===== config.mk =====
export PLATFORM = sky130hd
export DESIGN_NAME = json_stream_path_value_parser
export DESIGN_NICKNAME = d
export VERILOG_FILES = /design/src/jspv_pkg.sv /design/src/jspv_front.sv /design/src/jspv_back.sv /design/src/json_stream_path_value_parser.sv
export SDC_FILE = /design/constraint.sdc
export NUM_CORES = 1
export LEC_CHECK = 0
export BUFFER_PORTS_ARGS = -buffer_cell sky130_fd_sc_hd__buf_2
export CAP_MARGIN = 20
export CORE_MARGIN = 2
export CORE_UTILIZATION = 59
export DETAILED_ROUTE_END_ITERATION = 8
export HOLD_SLACK_MARGIN = 0.02
export PLACE_DENSITY = 0.75
export SYNTH_ARGS = -nofsm -noshare
export SYNTH_HDL_FRONTEND = slang
export SYNTH_SLANG_ARGS = --single-unit

===== constraint.sdc =====
create_clock -name clock -period 11.2 [get_ports clock]
set_input_delay 1.12 -clock clock [delete_from_list [all_inputs] [get_ports clock]]
set_output_delay 1.12 -clock clock [all_outputs]
set_load 0.01 [all_outputs]

===== src/jspv_pkg.sv =====
// Package for the streaming JSON path/value parser.
// Holds the word types of both channels and shared constants; no dependencies.
package jspv_pkg;

   typedef struct packed {
      logic       op;
      logic [7:0] text_in;
   } req_word_type;

   typedef struct packed {
      logic       event_kind;
      logic [3:0] depth_now;
      logic       part;
      logic [7:0] text_out;
      logic       text_valid;
      logic       last;
   } rsp_word_type;

   localparam logic OP_PARSE   = 1'b0;
   localparam logic OP_RESTART = 1'b1;

   localparam logic [7:0] CH_SEP    = 8'h2F;
   localparam logic [7:0] CH_LBRACK = 8'h5B;
   localparam logic [7:0] CH_RBRACK = 8'h5D;
   localparam logic [7:0] CH_LBRACE = 8'h7B;
   localparam logic [7:0] CH_RBRACE = 8'h7D;
   localparam logic [7:0] CH_QUOTE  = 8'h22;
   localparam logic [7:0] CH_COMMA  = 8'h2C;
   localparam logic [7:0] CH_COLON  = 8'h3A;
   localparam logic [7:0] CH_BSLASH = 8'h5C;
   localparam logic [7:0] CH_DOT    = 8'h2E;
   localparam logic [7:0] CH_ZERO   = 8'h30;

   localparam int MAX_RESULTS = 64;

   function automatic logic is_blank(input logic [7:0] c);
      return (c == 8'h20) || (c >= 8'd9 && c <= 8'd13);
   endfunction

   function automatic logic is_digit(input logic [7:0] c);
      return (c >= 8'h30) && (c <= 8'h39);
   endfunction

   function automatic logic [4:0] hex_val(input logic [7:0] c);
      logic [4:0] r;
      r = 5'd16;
      if (c >= 8'h30 && c <= 8'h39) r = 5'(c - 8'h30);
      else if (c >= 8'h61 && c <= 8'h66) r = 5'(c - 8'h61 + 8'd10);
      else if (c >= 8'h41 && c <= 8'h46) r = 5'(c - 8'h41 + 8'd10);
      return r;
   endfunction

endpackage


===== src/jspv_front.sv =====
// Input side of the parser: a two-word queue that holds accepted words.
// Depends on jspv_pkg for the request word type.
module jspv_front (
   input  logic                  clock,
   input  logic                  reset,
   input  logic                  req_valid,
   output logic                  req_stall,
   input  jspv_pkg::req_word_type req_word,
   output logic                  q_valid,
   input  logic                  q_take,
   output jspv_pkg::req_word_type q_word
);
   import jspv_pkg::*;

   req_word_type mem_ff [2];
   logic         wp_ff, wp_in, rp_ff, rp_in;
   logic [1:0]   cnt_ff, cnt_in;
   logic         push, pop;

   assign req_stall = (cnt_ff == 2'd2);
   assign push      = req_valid && !req_stall;
   assign q_valid   = (cnt_ff != 2'd0);
   assign pop       = q_valid && q_take;
   assign q_word    = mem_ff[rp_ff];

   always_comb begin
      wp_in  = push ? !wp_ff : wp_ff;
      rp_in  = pop ? !rp_ff : rp_ff;
      cnt_in = 2'(cnt_ff + {1'b0, push} - {1'b0, pop});
   end

   always_ff @(posedge clock) begin
      if (push) begin
         mem_ff[wp_ff] <= req_word;
      end
      if (reset) begin
         wp_ff  <= 1'b0;
         rp_ff  <= 1'b0;
         cnt_ff <= 2'd0;
      end else begin
         wp_ff  <= wp_in;
         rp_ff  <= rp_in;
         cnt_ff <= cnt_in;
      end
   end

endmodule


===== src/jspv_back.sv =====
// Execution side: parse state machine, buffers, path edits and event emission.
// Depends on jspv_pkg for word types, character codes and helper functions.
module jspv_back #(
   parameter int PATH_BYTES  = 32,
   parameter int KEY_BYTES   = 16,
   parameter int VALUE_BYTES = 16,
   parameter int MAX_DEPTH   = 8
) (
   input  logic                   clock,
   input  logic                   reset,
   input  logic                   q_valid,
   output logic                   q_take,
   input  jspv_pkg::req_word_type q_word,
   output logic                   rsp_valid,
   input  logic                   rsp_stall,
   output jspv_pkg::rsp_word_type rsp_word
);
   import jspv_pkg::*;

   localparam int PW = $clog2(PATH_BYTES);
   localparam int KW = $clog2(KEY_BYTES);
   localparam int VW = $clog2(VALUE_BYTES);
   localparam int DW = $clog2(MAX_DEPTH + 1);

   typedef enum logic [3:0] {
      PH_INIT, PH_PRE_NAME, PH_Q_NAME, PH_ASSIGN, PH_PRE_VALUE, PH_Q_VALUE,
      PH_ESC, PH_ESCU, PH_NUM, PH_PRE_ITEM, PH_POST_ITEM, PH_PRE_DONE,
      PH_DONE, PH_ERROR
   } phase_type;

   // Sequencer steps: decode a word, append bytes to the path, search for a
   // cut mark, or play an event out on the result channel.
   typedef enum logic [2:0] {
      ST_IDLE, ST_APPEND, ST_CUT, ST_EMIT, ST_EMIT_WAIT
   } step_type;

   // What to do after a cut search finishes.
   typedef enum logic [2:0] {
      CT_NEXT_ITEM, CT_CLOSE_ARR, CT_CLOSE_SEP, CT_POST_CLOSE, CT_OBJ_CLOSE
   } cut_type;

   // Emission segments.
   typedef enum logic [2:0] {
      SG_PATH, SG_SEP, SG_KEY, SG_VALUE, SG_EMPTY
   } seg_type;

   phase_type    phase_ff;
   step_type     step_ff;
   logic [DW-1:0] level_ff;
   logic [8:0]   lidx_ff [MAX_DEPTH + 1];
   logic [7:0]   path_ff [PATH_BYTES];
   logic [PW:0]  plen_ff;
   logic [7:0]   key_ff [KEY_BYTES];
   logic [KW:0]  klen_ff;
   logic [7:0]   val_ff [VALUE_BYTES];
   logic [VW:0]  vlen_ff;
   logic [15:0]  hex_ff;
   logic [2:0]   hcnt_ff;
   logic         hstop_ff;

   // Append queue: up to five generated bytes, then optionally key bytes.
   logic [7:0]   ap_ff [5];
   logic [2:0]   ap_n_ff, ap_i_ff;
   logic         ap_key_ff;
   logic [KW:0]  ap_k_ff;
   logic         ap_emit_ff;     // emit the path after appending
   logic         ap_open_ff;     // open a level after (emit) append
   logic         ap_obj_ff;
   logic         ap_redo_ff;     // re-examine the byte after append

   logic [PW:0]  cut_i_ff;
   logic [7:0]   cut_mark_ff;
   cut_type      cut_kind_ff;

   logic         ev_kind_ff;
   seg_type      seg_ff;
   logic [PW:0]  ei_ff;
   logic [6:0]   ecount_ff;
   logic         redo_ff;       // re-examine the byte on the next idle step
   logic [7:0]   byte_ff;       // byte being worked on
   logic         open_after_ff;
   logic         open_obj_ff;

   rsp_word_type out_ff;
   logic         out_v_ff;

   logic [7:0]   c;
   logic         blanks;
   logic [7:0]   cur_idx;
   logic [8:0]   prev_lidx;
   logic [7:0]   hund, tens, ones;
   logic [7:0]   t10;

   assign c         = redo_ff ? byte_ff : q_word.text_in;
   assign q_take    = (step_ff == ST_IDLE) && !redo_ff && q_valid;
   assign rsp_valid = out_v_ff;
   assign rsp_word  = out_ff;
   assign cur_idx   = lidx_ff[level_ff][7:0];
   assign prev_lidx = lidx_ff[DW'(level_ff - 1'b1)];
   assign blanks    = !(phase_ff == PH_Q_NAME || phase_ff == PH_Q_VALUE ||
                        phase_ff == PH_ESC || phase_ff == PH_ESCU ||
                        phase_ff == PH_NUM);

   // Small-constant decimal split of the array count.
   always_comb begin
      hund = (cur_idx >= 8'd200) ? 8'd2 : (cur_idx >= 8'd100) ? 8'd1 : 8'd0;
      t10  = 8'(cur_idx - 8'(hund * 8'd100));
      tens = 8'((16'(t10) * 16'd205) >> 11);
      ones = 8'(t10 - 8'(tens * 8'd10));
   end

   always_ff @(posedge clock) begin
      logic [7:0] cc;
      logic [4:0] h;
      logic [2:0] n;
      logic       go;
      logic       out_free;
      logic [7:0] eb;
      logic       ev;
      logic       elast;
      logic       lastseg;
      logic       ov;
      out_free = !out_v_ff || !rsp_stall;
      ov = out_v_ff && rsp_stall;
      if (reset) begin
         phase_ff   <= PH_INIT;
         step_ff    <= ST_IDLE;
         level_ff   <= '0;
         for (int i = 1; i <= MAX_DEPTH; i++) lidx_ff[i] <= 9'h000;
         lidx_ff[0] <= 9'h100;
         plen_ff    <= '0;
         klen_ff    <= '0;
         vlen_ff    <= '0;
         hex_ff     <= '0;
         hcnt_ff    <= '0;
         hstop_ff   <= 1'b0;
         redo_ff    <= 1'b0;
         out_v_ff   <= 1'b0;
      end else begin
         case (step_ff)
         ST_IDLE: begin
            go = redo_ff || q_valid;
            if (go) begin
               redo_ff <= 1'b0;
               byte_ff <= c;
               if (!redo_ff && q_word.op == OP_RESTART) begin
                  phase_ff   <= PH_INIT;
                  level_ff   <= '0;
                  for (int i = 1; i <= MAX_DEPTH; i++) lidx_ff[i] <= 9'h000;
                  lidx_ff[0] <= 9'h100;
                  plen_ff    <= '0;
                  klen_ff    <= '0;
                  vlen_ff    <= '0;
                  hex_ff     <= '0;
                  hcnt_ff    <= '0;
                  hstop_ff   <= 1'b0;
               end else if (blanks && is_blank(c)) begin
                  // Skipped.
               end else begin
                  case (phase_ff)
                  PH_ERROR: ;
                  PH_DONE: phase_ff <= PH_ERROR;
                  PH_INIT: begin
                     if (c != CH_LBRACE) phase_ff <= PH_ERROR;
                     else if (32'(level_ff) >= MAX_DEPTH) phase_ff <= PH_ERROR;
                     else begin
                        level_ff <= DW'(level_ff + 1'b1);
                        lidx_ff[DW'(level_ff + 1'b1)] <= 9'h100;
                        phase_ff <= PH_PRE_NAME;
                     end
                  end
                  PH_PRE_NAME: begin
                     if (c == CH_QUOTE) begin
                        klen_ff  <= '0;
                        vlen_ff  <= '0;
                        phase_ff <= PH_Q_NAME;
                     end else begin
                        phase_ff <= PH_PRE_DONE;
                        redo_ff  <= 1'b1;
                     end
                  end
                  PH_Q_NAME: begin
                     if (c == CH_QUOTE) phase_ff <= PH_ASSIGN;
                     else if (32'(klen_ff) + 1 < KEY_BYTES) begin
                        key_ff[klen_ff[KW-1:0]] <= c;
                        klen_ff <= KW'(klen_ff) + 1'b1;
                     end
                  end
                  PH_ASSIGN: phase_ff <= (c == CH_COLON) ? PH_PRE_VALUE : PH_ERROR;
                  PH_PRE_ITEM: begin
                     ap_ff[0] <= CH_LBRACK;
                     n = 3'd1;
                     if (cur_idx >= 8'd100) begin
                        ap_ff[n] <= CH_ZERO + hund;
                        n = n + 3'd1;
                     end
                     if (cur_idx >= 8'd10) begin
                        ap_ff[n] <= CH_ZERO + tens;
                        n = n + 3'd1;
                     end
                     ap_ff[n] <= CH_ZERO + ones;
                     n = n + 3'd1;
                     ap_ff[n] <= CH_RBRACK;
                     n = n + 3'd1;
                     ap_n_ff   <= n;
                     ap_i_ff   <= '0;
                     ap_key_ff <= 1'b0;
                     ap_emit_ff <= 1'b0;
                     if (c == CH_LBRACE) begin
                        ap_open_ff <= 1'b1;
                        ap_obj_ff  <= 1'b1;
                        ap_redo_ff <= 1'b0;
                     end else begin
                        klen_ff    <= '0;
                        phase_ff   <= PH_PRE_VALUE;
                        ap_open_ff <= 1'b0;
                        ap_redo_ff <= 1'b1;
                     end
                     step_ff <= ST_APPEND;
                  end
                  PH_POST_ITEM: begin
                     if (c == CH_COMMA) begin
                        lidx_ff[level_ff] <= {lidx_ff[level_ff][8],
                                              8'(cur_idx + 8'd1)};
                        phase_ff <= PH_PRE_ITEM;
                     end else if (c == CH_RBRACK) begin
                        if (level_ff == '0) phase_ff <= PH_ERROR;
                        else if (level_ff > DW'(2)) begin
                           cut_i_ff    <= plen_ff;
                           cut_mark_ff <= CH_SEP;
                           cut_kind_ff <= CT_POST_CLOSE;
                           step_ff     <= ST_CUT;
                        end else begin
                           plen_ff  <= '0;
                           level_ff <= DW'(level_ff - 1'b1);
                           phase_ff <= PH_PRE_DONE;
                        end
                     end
                  end
                  PH_PRE_VALUE: begin
                     vlen_ff <= '0;
                     if (c == CH_QUOTE) phase_ff <= PH_Q_VALUE;
                     else if (c == CH_LBRACE || c == CH_LBRACK) begin
                        n = 3'd0;
                        if (plen_ff != '0) begin
                           ap_ff[0] <= CH_SEP;
                           n = 3'd1;
                        end
                        ap_n_ff    <= n;
                        ap_i_ff    <= '0;
                        ap_key_ff  <= 1'b1;
                        ap_k_ff    <= '0;
                        ap_emit_ff <= 1'b1;
                        ap_open_ff <= 1'b1;
                        ap_obj_ff  <= (c == CH_LBRACE);
                        ap_redo_ff <= 1'b0;
                        step_ff    <= ST_APPEND;
                     end else if (is_digit(c)) begin
                        phase_ff <= PH_NUM;
                        redo_ff  <= 1'b1;
                     end
                  end
                  PH_NUM: begin
                     if (is_digit(c) || c == CH_DOT) begin
                        if (32'(vlen_ff) + 1 < VALUE_BYTES) begin
                           val_ff[vlen_ff[VW-1:0]] <= c;
                           vlen_ff <= VW'(vlen_ff) + 1'b1;
                        end
                     end else begin
                        phase_ff      <= PH_PRE_DONE;
                        ev_kind_ff    <= 1'b1;
                        seg_ff        <= SG_PATH;
                        ei_ff         <= '0;
                        ecount_ff     <= '0;
                        open_after_ff <= 1'b0;
                        ap_redo_ff    <= 1'b1;
                        step_ff       <= ST_EMIT;
                     end
                  end
                  PH_Q_VALUE: begin
                     if (c == CH_BSLASH) phase_ff <= PH_ESC;
                     else if (c != CH_QUOTE) begin
                        if (32'(vlen_ff) + 1 < VALUE_BYTES) begin
                           val_ff[vlen_ff[VW-1:0]] <= c;
                           vlen_ff <= VW'(vlen_ff) + 1'b1;
                        end
                     end else begin
                        phase_ff      <= PH_PRE_DONE;
                        ev_kind_ff    <= 1'b1;
                        seg_ff        <= SG_PATH;
                        ei_ff         <= '0;
                        ecount_ff     <= '0;
                        open_after_ff <= 1'b0;
                        ap_redo_ff    <= 1'b0;
                        step_ff       <= ST_EMIT;
                     end
                  end
                  PH_ESC: begin
                     if (c == 8'h75) begin
                        hex_ff   <= '0;
                        hcnt_ff  <= '0;
                        hstop_ff <= 1'b0;
                        phase_ff <= PH_ESCU;
                     end else begin
                        cc = c;
                        if (c == 8'h62) cc = 8'd8;
                        else if (c == 8'h66) cc = 8'd12;
                        else if (c == 8'h6E) cc = 8'd10;
                        else if (c == 8'h72) cc = 8'd13;
                        else if (c == 8'h74) cc = 8'd9;
                        if (32'(vlen_ff) + 1 < VALUE_BYTES) begin
                           val_ff[vlen_ff[VW-1:0]] <= cc;
                           vlen_ff <= VW'(vlen_ff) + 1'b1;
                        end
                        phase_ff <= PH_Q_VALUE;
                     end
                  end
                  PH_ESCU: begin
                     h = hex_val(c);
                     cc = hex_ff[7:0];
                     if (h[4]) hstop_ff <= 1'b1;
                     else if (!hstop_ff) begin
                        hex_ff <= {hex_ff[11:0], h[3:0]};
                        cc = {hex_ff[3:0], h[3:0]};
                     end
                     if (hcnt_ff == 3'd3) begin
                        hcnt_ff <= '0;
                        // Only the low byte of the code point is kept.
                        if (32'(vlen_ff) + 1 < VALUE_BYTES) begin
                           val_ff[vlen_ff[VW-1:0]] <= cc;
                           vlen_ff <= VW'(vlen_ff) + 1'b1;
                        end
                        phase_ff <= PH_Q_VALUE;
                     end else begin
                        hcnt_ff <= hcnt_ff + 3'd1;
                     end
                  end
                  PH_PRE_DONE: begin
                     if (c == CH_COMMA) begin
                        if (lidx_ff[level_ff][8]) phase_ff <= PH_PRE_NAME;
                        else begin
                           cut_i_ff    <= plen_ff;
                           cut_mark_ff <= CH_LBRACK;
                           cut_kind_ff <= CT_NEXT_ITEM;
                           step_ff     <= ST_CUT;
                        end
                     end else if (c == CH_RBRACK) begin
                        if (level_ff == '0) phase_ff <= PH_ERROR;
                        else begin
                           cut_i_ff    <= plen_ff;
                           cut_mark_ff <= CH_SEP;
                           cut_kind_ff <= CT_CLOSE_ARR;
                           step_ff     <= ST_CUT;
                        end
                     end else if (c == CH_RBRACE) begin
                        if (level_ff == '0) phase_ff <= PH_ERROR;
                        else if (!prev_lidx[8]) begin
                           cut_i_ff    <= plen_ff;
                           cut_mark_ff <= CH_LBRACK;
                           cut_kind_ff <= CT_OBJ_CLOSE;
                           step_ff     <= ST_CUT;
                        end else if (level_ff > DW'(2)) begin
                           cut_i_ff    <= plen_ff;
                           cut_mark_ff <= CH_SEP;
                           cut_kind_ff <= CT_CLOSE_SEP;
                           step_ff     <= ST_CUT;
                        end else if (level_ff == DW'(2)) begin
                           plen_ff  <= '0;
                           level_ff <= DW'(1);
                        end else begin
                           phase_ff <= PH_DONE;
                           level_ff <= '0;
                        end
                     end
                  end
                  default: phase_ff <= PH_ERROR;
                  endcase
               end
            end
         end
         ST_APPEND: begin
            // One path byte a cycle; bytes past the limit are dropped.
            if (ap_i_ff < ap_n_ff) begin
               if (32'(plen_ff) + 1 < PATH_BYTES) begin
                  path_ff[plen_ff[PW-1:0]] <= ap_ff[ap_i_ff];
                  plen_ff <= PW'(plen_ff) + 1'b1;
               end
               ap_i_ff <= ap_i_ff + 3'd1;
            end else if (ap_key_ff && ap_k_ff < klen_ff) begin
               if (32'(plen_ff) + 1 < PATH_BYTES) begin
                  path_ff[plen_ff[PW-1:0]] <= key_ff[ap_k_ff[KW-1:0]];
                  plen_ff <= PW'(plen_ff) + 1'b1;
               end
               ap_k_ff <= KW'(ap_k_ff) + 1'b1;
            end else if (ap_emit_ff) begin
               ev_kind_ff    <= 1'b0;
               seg_ff        <= SG_PATH;
               ei_ff         <= '0;
               ecount_ff     <= '0;
               open_after_ff <= ap_open_ff;
               open_obj_ff   <= ap_obj_ff;
               ap_redo_ff    <= 1'b0;
               step_ff       <= ST_EMIT;
            end else begin
               if (ap_open_ff) begin
                  if (32'(level_ff) >= MAX_DEPTH) phase_ff <= PH_ERROR;
                  else begin
                     level_ff <= DW'(level_ff + 1'b1);
                     lidx_ff[DW'(level_ff + 1'b1)] <= {ap_obj_ff, 8'h00};
                     phase_ff <= ap_obj_ff ? PH_PRE_NAME : PH_PRE_ITEM;
                  end
               end
               redo_ff <= ap_redo_ff;
               step_ff <= ST_IDLE;
            end
         end
         ST_CUT: begin
            if (cut_i_ff == '0) begin
               phase_ff <= PH_ERROR;
               step_ff  <= ST_IDLE;
            end else if (path_ff[PW'(cut_i_ff - 1'b1)] == cut_mark_ff) begin
               plen_ff <= PW'(cut_i_ff - 1'b1);
               step_ff <= ST_IDLE;
               case (cut_kind_ff)
               CT_NEXT_ITEM: begin
                  lidx_ff[level_ff] <= {lidx_ff[level_ff][8], 8'(cur_idx + 8'd1)};
                  phase_ff <= PH_PRE_ITEM;
               end
               CT_CLOSE_ARR: level_ff <= DW'(level_ff - 1'b1);
               CT_POST_CLOSE: begin
                  level_ff <= DW'(level_ff - 1'b1);
                  phase_ff <= PH_PRE_DONE;
               end
               CT_OBJ_CLOSE: begin
                  level_ff <= DW'(level_ff - 1'b1);
                  phase_ff <= PH_POST_ITEM;
               end
               CT_CLOSE_SEP: level_ff <= DW'(level_ff - 1'b1);
               default: ;
               endcase
            end else begin
               cut_i_ff <= PW'(cut_i_ff - 1'b1);
            end
         end
         ST_EMIT: begin
            if (out_free) begin
               eb = 8'h00;
               ev = 1'b1;
               lastseg = 1'b0;
               case (seg_ff)
               SG_PATH: begin
                  if (ei_ff < plen_ff) eb = path_ff[ei_ff[PW-1:0]];
                  else if (ev_kind_ff) begin
                     eb = CH_SEP;
                  end else begin
                     ev = 1'b0;
                     lastseg = 1'b1;
                  end
               end
               SG_KEY: eb = key_ff[ei_ff[KW-1:0]];
               SG_VALUE: begin
                  if (vlen_ff != '0) eb = val_ff[ei_ff[VW-1:0]];
                  else ev = 1'b0;
               end
               default: ;
               endcase
               // Decide where the run goes next.
               case (seg_ff)
               SG_PATH: begin
                  if (ei_ff < plen_ff) begin
                     if (ei_ff + 1'b1 < plen_ff) ei_ff <= ei_ff + 1'b1;
                     else if (ev_kind_ff) begin
                        seg_ff <= SG_SEP;
                     end else lastseg = 1'b1;
                  end else if (ev_kind_ff) begin
                     // Empty path: this word is the separator.
                     seg_ff <= (klen_ff != '0) ? SG_KEY : SG_VALUE;
                     ei_ff  <= '0;
                  end
               end
               SG_SEP: begin
                  eb = CH_SEP;
                  seg_ff <= (klen_ff != '0) ? SG_KEY : SG_VALUE;
                  ei_ff  <= '0;
               end
               SG_KEY: begin
                  if (32'(ei_ff) + 1 < 32'(klen_ff)) ei_ff <= ei_ff + 1'b1;
                  else begin
                     seg_ff <= SG_VALUE;
                     ei_ff  <= '0;
                  end
               end
               SG_VALUE: begin
                  if (vlen_ff == '0 || 32'(ei_ff) + 1 >= 32'(vlen_ff)) lastseg = 1'b1;
                  else ei_ff <= ei_ff + 1'b1;
               end
               default: lastseg = 1'b1;
               endcase
               elast = lastseg || (ecount_ff == 7'(MAX_RESULTS - 1));
               if (ecount_ff < 7'(MAX_RESULTS)) begin
                  out_ff.event_kind <= ev_kind_ff;
                  out_ff.depth_now  <= 4'(level_ff);
                  out_ff.part       <= (seg_ff == SG_VALUE);
                  out_ff.text_out   <= ev ? eb : 8'h00;
                  out_ff.text_valid <= ev;
                  out_ff.last       <= elast;
                  ov = 1'b1;
               end
               ecount_ff <= ecount_ff + 7'd1;
               if (lastseg) begin
                  step_ff <= ST_EMIT_WAIT;
               end
            end
         end
         ST_EMIT_WAIT: begin
            if (open_after_ff) begin
               if (32'(level_ff) >= MAX_DEPTH) phase_ff <= PH_ERROR;
               else begin
                  level_ff <= DW'(level_ff + 1'b1);
                  lidx_ff[DW'(level_ff + 1'b1)] <= {open_obj_ff, 8'h00};
                  phase_ff <= open_obj_ff ? PH_PRE_NAME : PH_PRE_ITEM;
               end
            end
            redo_ff <= ap_redo_ff;
            step_ff <= ST_IDLE;
         end
         default: step_ff <= ST_IDLE;
         endcase
         out_v_ff <= ov;
      end
   end

endmodule


===== src/json_stream_path_value_parser.sv =====
// Top level of the streaming JSON path/value parser.
// Instantiates jspv_front (input queue) and jspv_back (parser); uses jspv_pkg.
//
//   channel | ports                        | direction
//   req     | req_valid, req_stall, req_word | in
//   rsp     | rsp_valid, rsp_stall, rsp_word | out
//
// A byte that needs only a state step is handled in the idle step alone.
// A path append writes its generated bytes and then any key bytes one at a
// time before a closing step, a cut search scans path bytes backward, and an
// event plays out its words in order before a closing step; rsp stalls hold it.
// Reset is synchronous; restart words clear parser state.
// The two-word input queue takes words while the parser is busy, then stalls.
module json_stream_path_value_parser #(
   parameter int PATH_BYTES  = 32,
   parameter int KEY_BYTES   = 16,
   parameter int VALUE_BYTES = 16,
   parameter int MAX_DEPTH   = 8
) (
   input  logic                   clock,
   input  logic                   reset,
   input  logic                   req_valid,
   output logic                   req_stall,
   input  jspv_pkg::req_word_type req_word,
   output logic                   rsp_valid,
   input  logic                   rsp_stall,
   output jspv_pkg::rsp_word_type rsp_word
);
   import jspv_pkg::*;

   logic         q_valid, q_take;
   req_word_type q_word;

   jspv_front u_front (
      .clock, .reset, .req_valid, .req_stall, .req_word,
      .q_valid, .q_take, .q_word
   );

   jspv_back #(
      .PATH_BYTES(PATH_BYTES), .KEY_BYTES(KEY_BYTES),
      .VALUE_BYTES(VALUE_BYTES), .MAX_DEPTH(MAX_DEPTH)
   ) u_back (
      .clock, .reset, .q_valid, .q_take, .q_word,
      .rsp_valid, .rsp_stall, .rsp_word
   );

endmodule


# Word-level counts from Yosys, hierarchy flattened
# Memories as Yosys holds them, arrays and structs flattened. A register that Yosys moved wholly into a read port is not among the register bits.
# Index checks and enable logic that the tools add are counted.
totals:
  ff_bits: 120
  latch_bits: 0
  mem_bits_rw: 651
  romBits: 0
  output_inout_bits: 18
  word_cells: 903
  n_memories: 6
mem_list:
  columns: ["name", "depth", "word_bits", "read_ports", "rd_clocked_by_memory_dff", "wr", "line", "text"]
  rows:
  - ["u_back.path_ff", 32, 8, 2, 1, 1, "jspv_back.sv:51", "logic [7:0] path_ff [PATH_BYTES];"]
  - ["u_back.key_ff", 16, 8, 2, 2, 1, "jspv_back.sv:53", "logic [7:0] key_ff [KEY_BYTES];"]
  - ["u_back.val_ff", 16, 8, 1, 1, 1, "jspv_back.sv:55", "logic [7:0] val_ff [VALUE_BYTES];"]
  - ["u_back.lidx_ff", 9, 9, 2, 1, 9, "jspv_back.sv:50", "logic [8:0] lidx_ff [MAX_DEPTH + 1];"]
  - ["u_back.ap_ff", 5, 8, 1, 1, 5, "jspv_back.sv:62", "logic [7:0] ap_ff [5];"]
  - ["u_front.mem_ff", 2, 9, 1, 1, 1, "jspv_front.sv:15", "req_word_type mem_ff [2];"]
classes:
  n_addsub: 31
  multipliers: 3
  n_div: 0
  magnitude_cmp: 23
  eq_ne: 149
  n_shift: 0
  muxes: 548
  bitwise: 23
  reduce_logical: 82
ops:
  columns: ["operator", "n"]
  rows:
  - ["$mux W8", 45]
  - ["$mux W6", 52]
  - ["$mux W4", 70]
  - ["$mux W3", 78]
  - ["$mux W1", 200]
  - ["$mux W5", 32]
  - ["$mux W9", 14]
  - ["$eq A8 B7 Y1 const B", 11]
  - ["$ne A3 B3 Y1 const B", 27]
  - ["$ne A4 B4 Y1 const B", 20]
  - ["$mux W7", 10]
  - ["$lt A32 B5 Y1 const B", 2]
  - ["$pmux W4 S13", 1]
  - ["$pmux W6 S2", 4]
  - ["$ne A5 B5 Y1 const B", 9]
  - ["$reduce_and A14 Y1", 3]
  - ["$eq A8 B6 Y1 const B", 5]
  - ["$pmux W3 S2", 6]
  - ["$pmux W6 S3", 2]
  - ["$reduce_and A17 Y1", 2]
  - ["$ge A32 B5 Y1", 1]
  - ["$lt A32 B5 Y1", 1]
  - ["$lt A32 B6 Y1 const B", 1]
  - ["$pmux W4 S4", 2]
  - ["other kinds (105)", 261]

# Depth between registers and ports, before layout
# Gate-level depths: netlist (run 1).
logic_depth:
  depth_word: 23
  ltp_mapped: 41

# Modules after synthesis
# A second synthesis (run 1) with hierarchy kept.
unflattened:
  hier_cells: 2896
  area_unflattened_um2: 42416.9
by_module_without_submodules:
  columns: ["mod", "n_inst", "cells_each", "area_per_inst_um2", "seq_area_each_um2"]
  rows:
  - ["jspv_back", 1, 2842, 41534.8, 23702.7]
  - ["jspv_front", 1, 54, 882.1, 640.6]

# Worst setup path after synthesis (run 1)
# OpenSTA, ideal clock, no wires.
synth_path:
  kind: "flip-flop to flip-flop"
  from: "reg (tool-made name)"
  to: "mem u_back.ap_ff[3][7]"
  arrival_time_ns: 9.326
  required_time_ns: 11.109
  path_slack_ns: 1.783
  stages_incl_launch_ff: 40
  period_less_slack_ns: 9.417
  cell_sequence: "dfxtp_1 -> buf_4 -> buf_4 -> buf_2 -> mux4_2 -> mux4_2 -> nor2_1 -> nor2_1 -> o21ai_0 -> inv_1 -> ha_1 -> fa_1 -> nand2b_1 -> a21oi_1 -> xnor2_1 -> xnor2_1 -> fa_1 -> fa_1 -> [... 4 more ...] -> o22ai_1 -> o21ai_0 -> o2111ai_1 -> or3_1 -> nand2_1 -> xnor2_1 -> ha_1 -> ha_1 -> fa_1 -> ha_1 -> inv_1 -> ha_1 -> a21o_1 -> a21oi_1 -> xnor2_1 -> xnor2_2 -> xnor2_1 -> a311oi_1"
synth_lines:
  columns: ["item", "line"]
  rows:
  - ["end: declaration", "jspv_back.sv:62"]

==> results of run 1 <==
-- final timing paths --
kind,endpoint,cells after the start,slack [ps],from
setup / recovery,u_back.ap_ff[2][7],37,740,flip-flop
setup reg to reg,u_back.ap_ff[2][7],37,740,flip-flop
hold reg to reg,u_back.hcnt_ff[2],1,460,u_back.hcnt_ff[2]
hold / removal,u_back.hcnt_ff[2],1,460,u_back.hcnt_ff[2]
-- Yosys cell counts (all sizes together) (13+ instances only) --
master | instances | area (um2)
a211oi | 23 | 173
a21o | 27 | 203
a21oi | 126 | 646
a22oi | 24 | 180
a31oi | 16 | 106
a32o | 17 | 170
and2 | 22 | 138
and3 | 17 | 106
buf | 66 | 324
clkbuf | 94 | 353
dfxtp | 94 | 1880
edfxtp | 748 | 22500
fa | 13 | 260
ha | 120 | 1500
inv | 128 | 480
mux2 | 17 | 191
mux2i | 47 | 470
mux4 | 320 | 7210
nand2 | 181 | 679
nand2b | 22 | 138
nand3 | 54 | 270
nand4 | 22 | 138
nor2 | 262 | 983
nor2b | 25 | 156
nor3 | 78 | 400
nor4 | 14 | 87.6
o21a | 28 | 210
o21ai | 91 | 459
o22ai | 13 | 87.6
xnor2 | 46 | 429
xor2 | 15 | 139
-- state kept, by name, summed over array words and instances, names as in the netlist, 7 cells and up, named ones only --
| name | flops |
|---|---|
| u_back.ap_ff | 32 |
| u_back.byte_ff | 8 |
| u_back.cut_mark_ff | 8 |
| u_back.ecount_ff | 7 |
| u_back.hex_ff | 8 |
| u_back.key_ff | 128 |
| u_back.lidx_ff | 144 |
| u_back.path_ff | 256 |
| u_back.rsp_word | 16 |
| u_back.val_ff | 128 |
| u_front.mem_ff | 18 |
-- per-stage QoR --
step | instance area [um2] | hold slack (ps) | cells
detailed placement | 43600 | 449 | 3813
finish | 46500 | 464 | 3976
global placement | 43500 | 434 | 3808
CTS | 46400 | 463 | 3968
floorplan | 42400 | 420 | 2930
global route | 46500 | 484 | 3976
-- logic make-up after synthesis --
| group | Yosys count |
|---|---|
| buffers and inverters | 290 |
| xor gates and xnor gates | 61 |
| adders and majority gates | 133 |
| muxes | 384 |
| DFF | 842 |
| AOI/OAI and AO/OA | 467 |
| and+or+nand+nor | 753 |
-- worst max-delay path, delay by kind of cell, from the launching register on --
| family | cells | cell delay, ps |
|---|---|---|
| AO/OA/AOI/OAI | 8 | 1450 |
| adder cells (fa/ha/maj) | 11 | 4170 |
| XOR/XNOR | 6 | 1450 |
| AND/OR/NAND/NOR | 6 | 880 |
| buffers and inverters | 4 | 530 |
| flip-flops | 1 | 660 |
| multiplexers | 2 | 1140 |
-- cell type report --
class	instances	share of cell area
tap	950	0.0255
clock inverter	58	0.0139
multi-input combinational	1798	0.364
inverter	130	0.0105
timing repair buffer	101	0.0153
clock buffer	97	0.0474
sequential	842	0.523
-- layer usage --
metal | global-route usage | vias up | wire, um
met5 | 0 | - | 0
met4 | 0.115 | 0 | 4220
met3 | 0.0492 | 261 | 11100
met2 | 0.496 | 1781 | 55100
met1 | 0.442 | 14000 | 44300
li1 | - | 11600 | -
-- cell usage in the layout (no fill, tap or decap), drive strengths merged, types with 15 or more instances in the layout --
master and count:
edfxtp 748, mux4 320, nor2 262, nand2 181, inv 132, a21oi 126, ha 120, clkbuf 99
buf 99, dfxtp 94, o21ai 91, nor3 78, nand3 54, mux2i 47, xnor2 46, clkinv 37
o21a 28, a21o 27, nor2b 25, a22oi 24, a211oi 23, nand2b 22, nand4 22, and2 22
and3 17, mux2 17, a32o 17, a31oi 16, xor2 15
-- what timing repair did --
| item | in CTS | in global routing |
|---|---|---|
| resized for setup | 0 | 1 |
| hold buffers | 0 | 0 |
| setup endpoints to repair | 0 | 4 |
==> impl_metrics.json, run 1 <==
{
  "clk_pin_slew_worst_paths_ps": 70,
  "port_buffers": 30,
  "synth_cells": 2930,
  "die_area_um2": 73900,
  "grt_pass1_wl_mm": 173,
  "insertion_delay_ps": 640,
  "grt_max_degree": 66,
  "grt-ovfl-total": 0,
  "clock_sinks": 842,
  "synth_top_family_by_area": "multiplexers",
  "slew-limit-headroom": 0.196,
  "synthFlopType": "edfxtp_1",
  "wl_mm": 115,
  "hold_viol": 0,
  "ys_seq_area_frac": 0.575,
  "max_cap_viol_count": 0,
  "post_drt_wl_per_cell_um": 28.9,
  "drtAntennaViolNets": 0,
  "ys_warn_count": 0,
  "cp_common_cell": "ha_1",
  "clk_path_buf_depth": 3,
  "setup_viol": 0,
  "finalWorstSetupSlack_ps": 741,
  "worstSetupStartpointType": "flip-flop",
  "hpwl_mm": 77.8,
  "cp_data_required_time_ps": 11700,
  "arrival_ps": 10960,
  "start_util": 0.594,
  "cts_tree": "built",
  "post_cts_buffers": 0,
  "area_delta_synth_final_pct": 9.85,
  "syn_area_um2": 42400,
  "crit_slowest_cell": "dfxtp_2",
  "synth_xor_area_frac": 0.0134,
  "grt_pass1_vias": 27400,
  "root_buffer": "clkbuf_16",
  "drcViolationCount": 0,
  "path_class": "flip-flop to flip-flop",
  "yosysUniqueCellTypes": 88,
  "drive_gt1_frac": 0.201,
  "synth_compound_area_frac": 0.0739,
  "status": "finished clean",
  "die_w_um": 272,
  "rows": 98,
  "finish.utilization": 0.653,
  "fmax_mhz": 95.6,
  "die_h_um": 272,
  "synthMuxAreaShare": 0.186,
  "fin_skew_ps": 19.2,
  "drt-pass1-iter-count": 7,
  "period_needed_ps": 10460,
  "synthAdderAreaFrac": 0.0416,
  "fillCellCount": 4898,
  "synth-simple-area-share": 0.0830,
  "final_nets": 3103,
  "grt_usage": 0.312,
  "via_count": 27600,
  "grt_setup_unrepaired": "false",
  "n_antenna_cell": 0,
  "ys_async_sr_fraction": 0,
  "worstPathMaxFanout": 16,
  "initialDrtViolationCount": 3962,
  "finalMaxSlewViolations": 0,
  "synth.avg_cell_area_um2": 14.5,
  "seqCellArea_um2": 24400,
  "multi_input_area_um2": 16900,
  "finalWeightedCongestion": 0.950,
  "dp_slack_ps": 779,
  "grt_antenna_before_repair": 0,
  "viasPerCell": 6.95,
  "syn-num-nets": 3076,
  "worst_pin_slew_ps": 1200,
  "ys_ff_latch": 842,
  "cts_made_buffers": 84,
  "ctsHtreeMaxLevel": 3,
  "min_path_type": "flip-flop to flip-flop",
  "finalCritPeriodShare": 0.934,
  "synth_edf_count": 748,
  "timing.setup.tns_ps": 0,
  "max_stage_delay_ps": 660,
  "end_kind": "flip-flop",
  "io_pins": 31,
  "core-area_um2": 71200
}
Power of run 1 is not shown: default switching activity piles up to over one toggle a cycle in this logic, so the estimate is an artifact.
==> inputs of run 2 (changes only) <==
- CORE_ASPECT_RATIO: default -> 1.75
- clock period: 11.2 -> 11.1 ns (I/O delays scaled with it)
==> run 2 against run 1 <==
Net effect:
- setup slack improved by 42 ps
- final area decreased by 1.4%
- global-route usage is 0.57 points higher
- count of clock-buffer cells in the layout is 10 lower
- register-to-register slack improved by 40 ps
- sequential share of layout area rose by 0.72 points
- cell count shrank 1.6%
- clock skew rose by 22 ps
- worst hold slack lost 6.0 ps
- routed wire length fell by 0.40%
- die area grew 0.11%
- sequential cell count is the same
- critical path type unchanged
==> impl_metrics.json, run 2 (same netlist as run 1, synthesis figures left out) <==
{
  "status": "finished clean",
  "cts_tree": "built",
  "final_common_cell": "edfxtp_1",
  "via_count": 27200,
  "start_util": 0.593,
  "cts_made_buffers": 74,
  "largest_reg_flops": 256,
  "place_area_um2": 43500,
  "seqCellArea_um2": 24400,
  "grt_max_degree": 65,
  "min_path_type": "flip-flop to flip-flop",
  "die_h_um": 358,
  "die_area_um2": 74000,
  "period_needed_ps": 10320,
  "wl_mm": 114,
  "fillCellCount": 4947,
  "die_w_um": 207,
  "finalCritPeriodShare": 0.929,
  "hold_viol": 0,
  "clk_path_buf_depth": 3,
  "fin_area_um2": 45900,
  "grt_pass1_wl_mm": 172,
  "worstPathMaxFanout": 16,
  "area_delta_synth_final_pct": 8.37,
  "max_stage_delay_ps": 680,
  "grt_pass1_vias": 28100,
  "arrival_ps": 10860,
  "worst_pin_slew_ps": 1180,
  "setup_viol": 0,
  "drive_gt1_frac": 0.193,
  "grt-ovfl-total": 0,
  "n_antenna_cell": 0,
  "initialDrtViolationCount": 2490,
  "hpwl_mm": 81.9,
  "final_nets": 3080,
  "io_pins": 31,
  "path_class": "flip-flop to flip-flop",
  "crit_slowest_cell": "dfxtp_2",
  "max_cap_viol_count": 0,
  "dpl.cell_count": 3776,
  "slew-limit-headroom": 0.210,
  "hold_slack_ps": 458,
  "final_cell_mix": "748 x edfxtp_1, 320 x mux4_2, 262 x nor2_1",
  "multi_input_area_um2": 16900,
  "grt_usage": 0.317,
  "cp_data_required_time_ps": 11640,
  "viasPerCell": 6.96,
  "grt_setup_unrepaired": "false",
  "post_drt_wl_per_cell_um": 29.2,
  "port_buffers": 30,
  "finalMaxSlewViolations": 0,
  "grt_antenna_before_repair": 0,
  "drcViolationCount": 0,
  "drtAntennaViolNets": 0,
  "fin_skew_ps": 41.4,
  "clock_sinks": 842,
  "core-area_um2": 71400,
  "final_cells": 3913,
  "fmax_mhz": 96.9,
  "ctsHtreeMaxLevel": 3,
  "timing.setup.tns_ps": 0,
  "insertion_delay_ps": 680,
  "worstSetupStartpointType": "flip-flop",
  "rows": 130,
  "postCtsResizedCells": 0,
  "root_buffer": "clkbuf_16",
  "drt-pass1-iter-count": 5,
  "post_cts_buffers": 0,
  "finalWeightedCongestion": 0.986,
  "cp_common_cell": "xnor2_1",
  "holdBufCountCts": 0,
  "end_kind": "flip-flop",
  "clk_pin_slew_worst_paths_ps": 70
}
[run 2: path summary, 6_finish.rpt]
path | start | to | slack [ps] | cells after the start
worst max-delay path | flip-flop | u_back.ap_ff[1][7] | 780 | 37
worst min-delay path | u_back.hcnt_ff[2] | u_back.hcnt_ff[2] | 460 | 1
worst max register to register | flip-flop | u_back.ap_ff[1][7] | 780 | 37
worst min register to register | u_back.hcnt_ff[2] | u_back.hcnt_ff[2] | 460 | 1
[run 2: metal layers]
metal	vias to the layer above	track usage	wire, um
li1	11500	-	-
met2	1551	0.571	61000
met5	-	0	0
met4	0	0.199	8230
met1	13700	0.350	37200
met3	388	0.0459	7790
[run 2: stage by stage]
step | util | setup slack (ps)
6_report | 0.643 | 783
5_1_grt | 0.643 | 224
4_1_cts | 0.642 | 783
3_5_place_dp | 0.609 | 870
3_3_place_gp | 0.608 | 1050
2_1_floorplan | - | 1680
[run 2: critical path: cells and delay by family, from the launching register on]
kind	cells	cell delay, ps
fa+ha+maj	9	3640
xor+xnor	7	1700
compound gates	7	1390
simple gates	8	1230
mux	2	1200
flops	1	680
buf+inv	4	340
[run 2: area by class of cell]
class,count,share of cell area
clock buffer,87,0.0419
sequential,842,0.531
multi-input combinational,1798,0.369
timing repair buffer,88,0.0132
tap,924,0.0252
inverter,130,0.0106
clock inverter,44,0.00935
Power of run 2 is left out for the same reason.
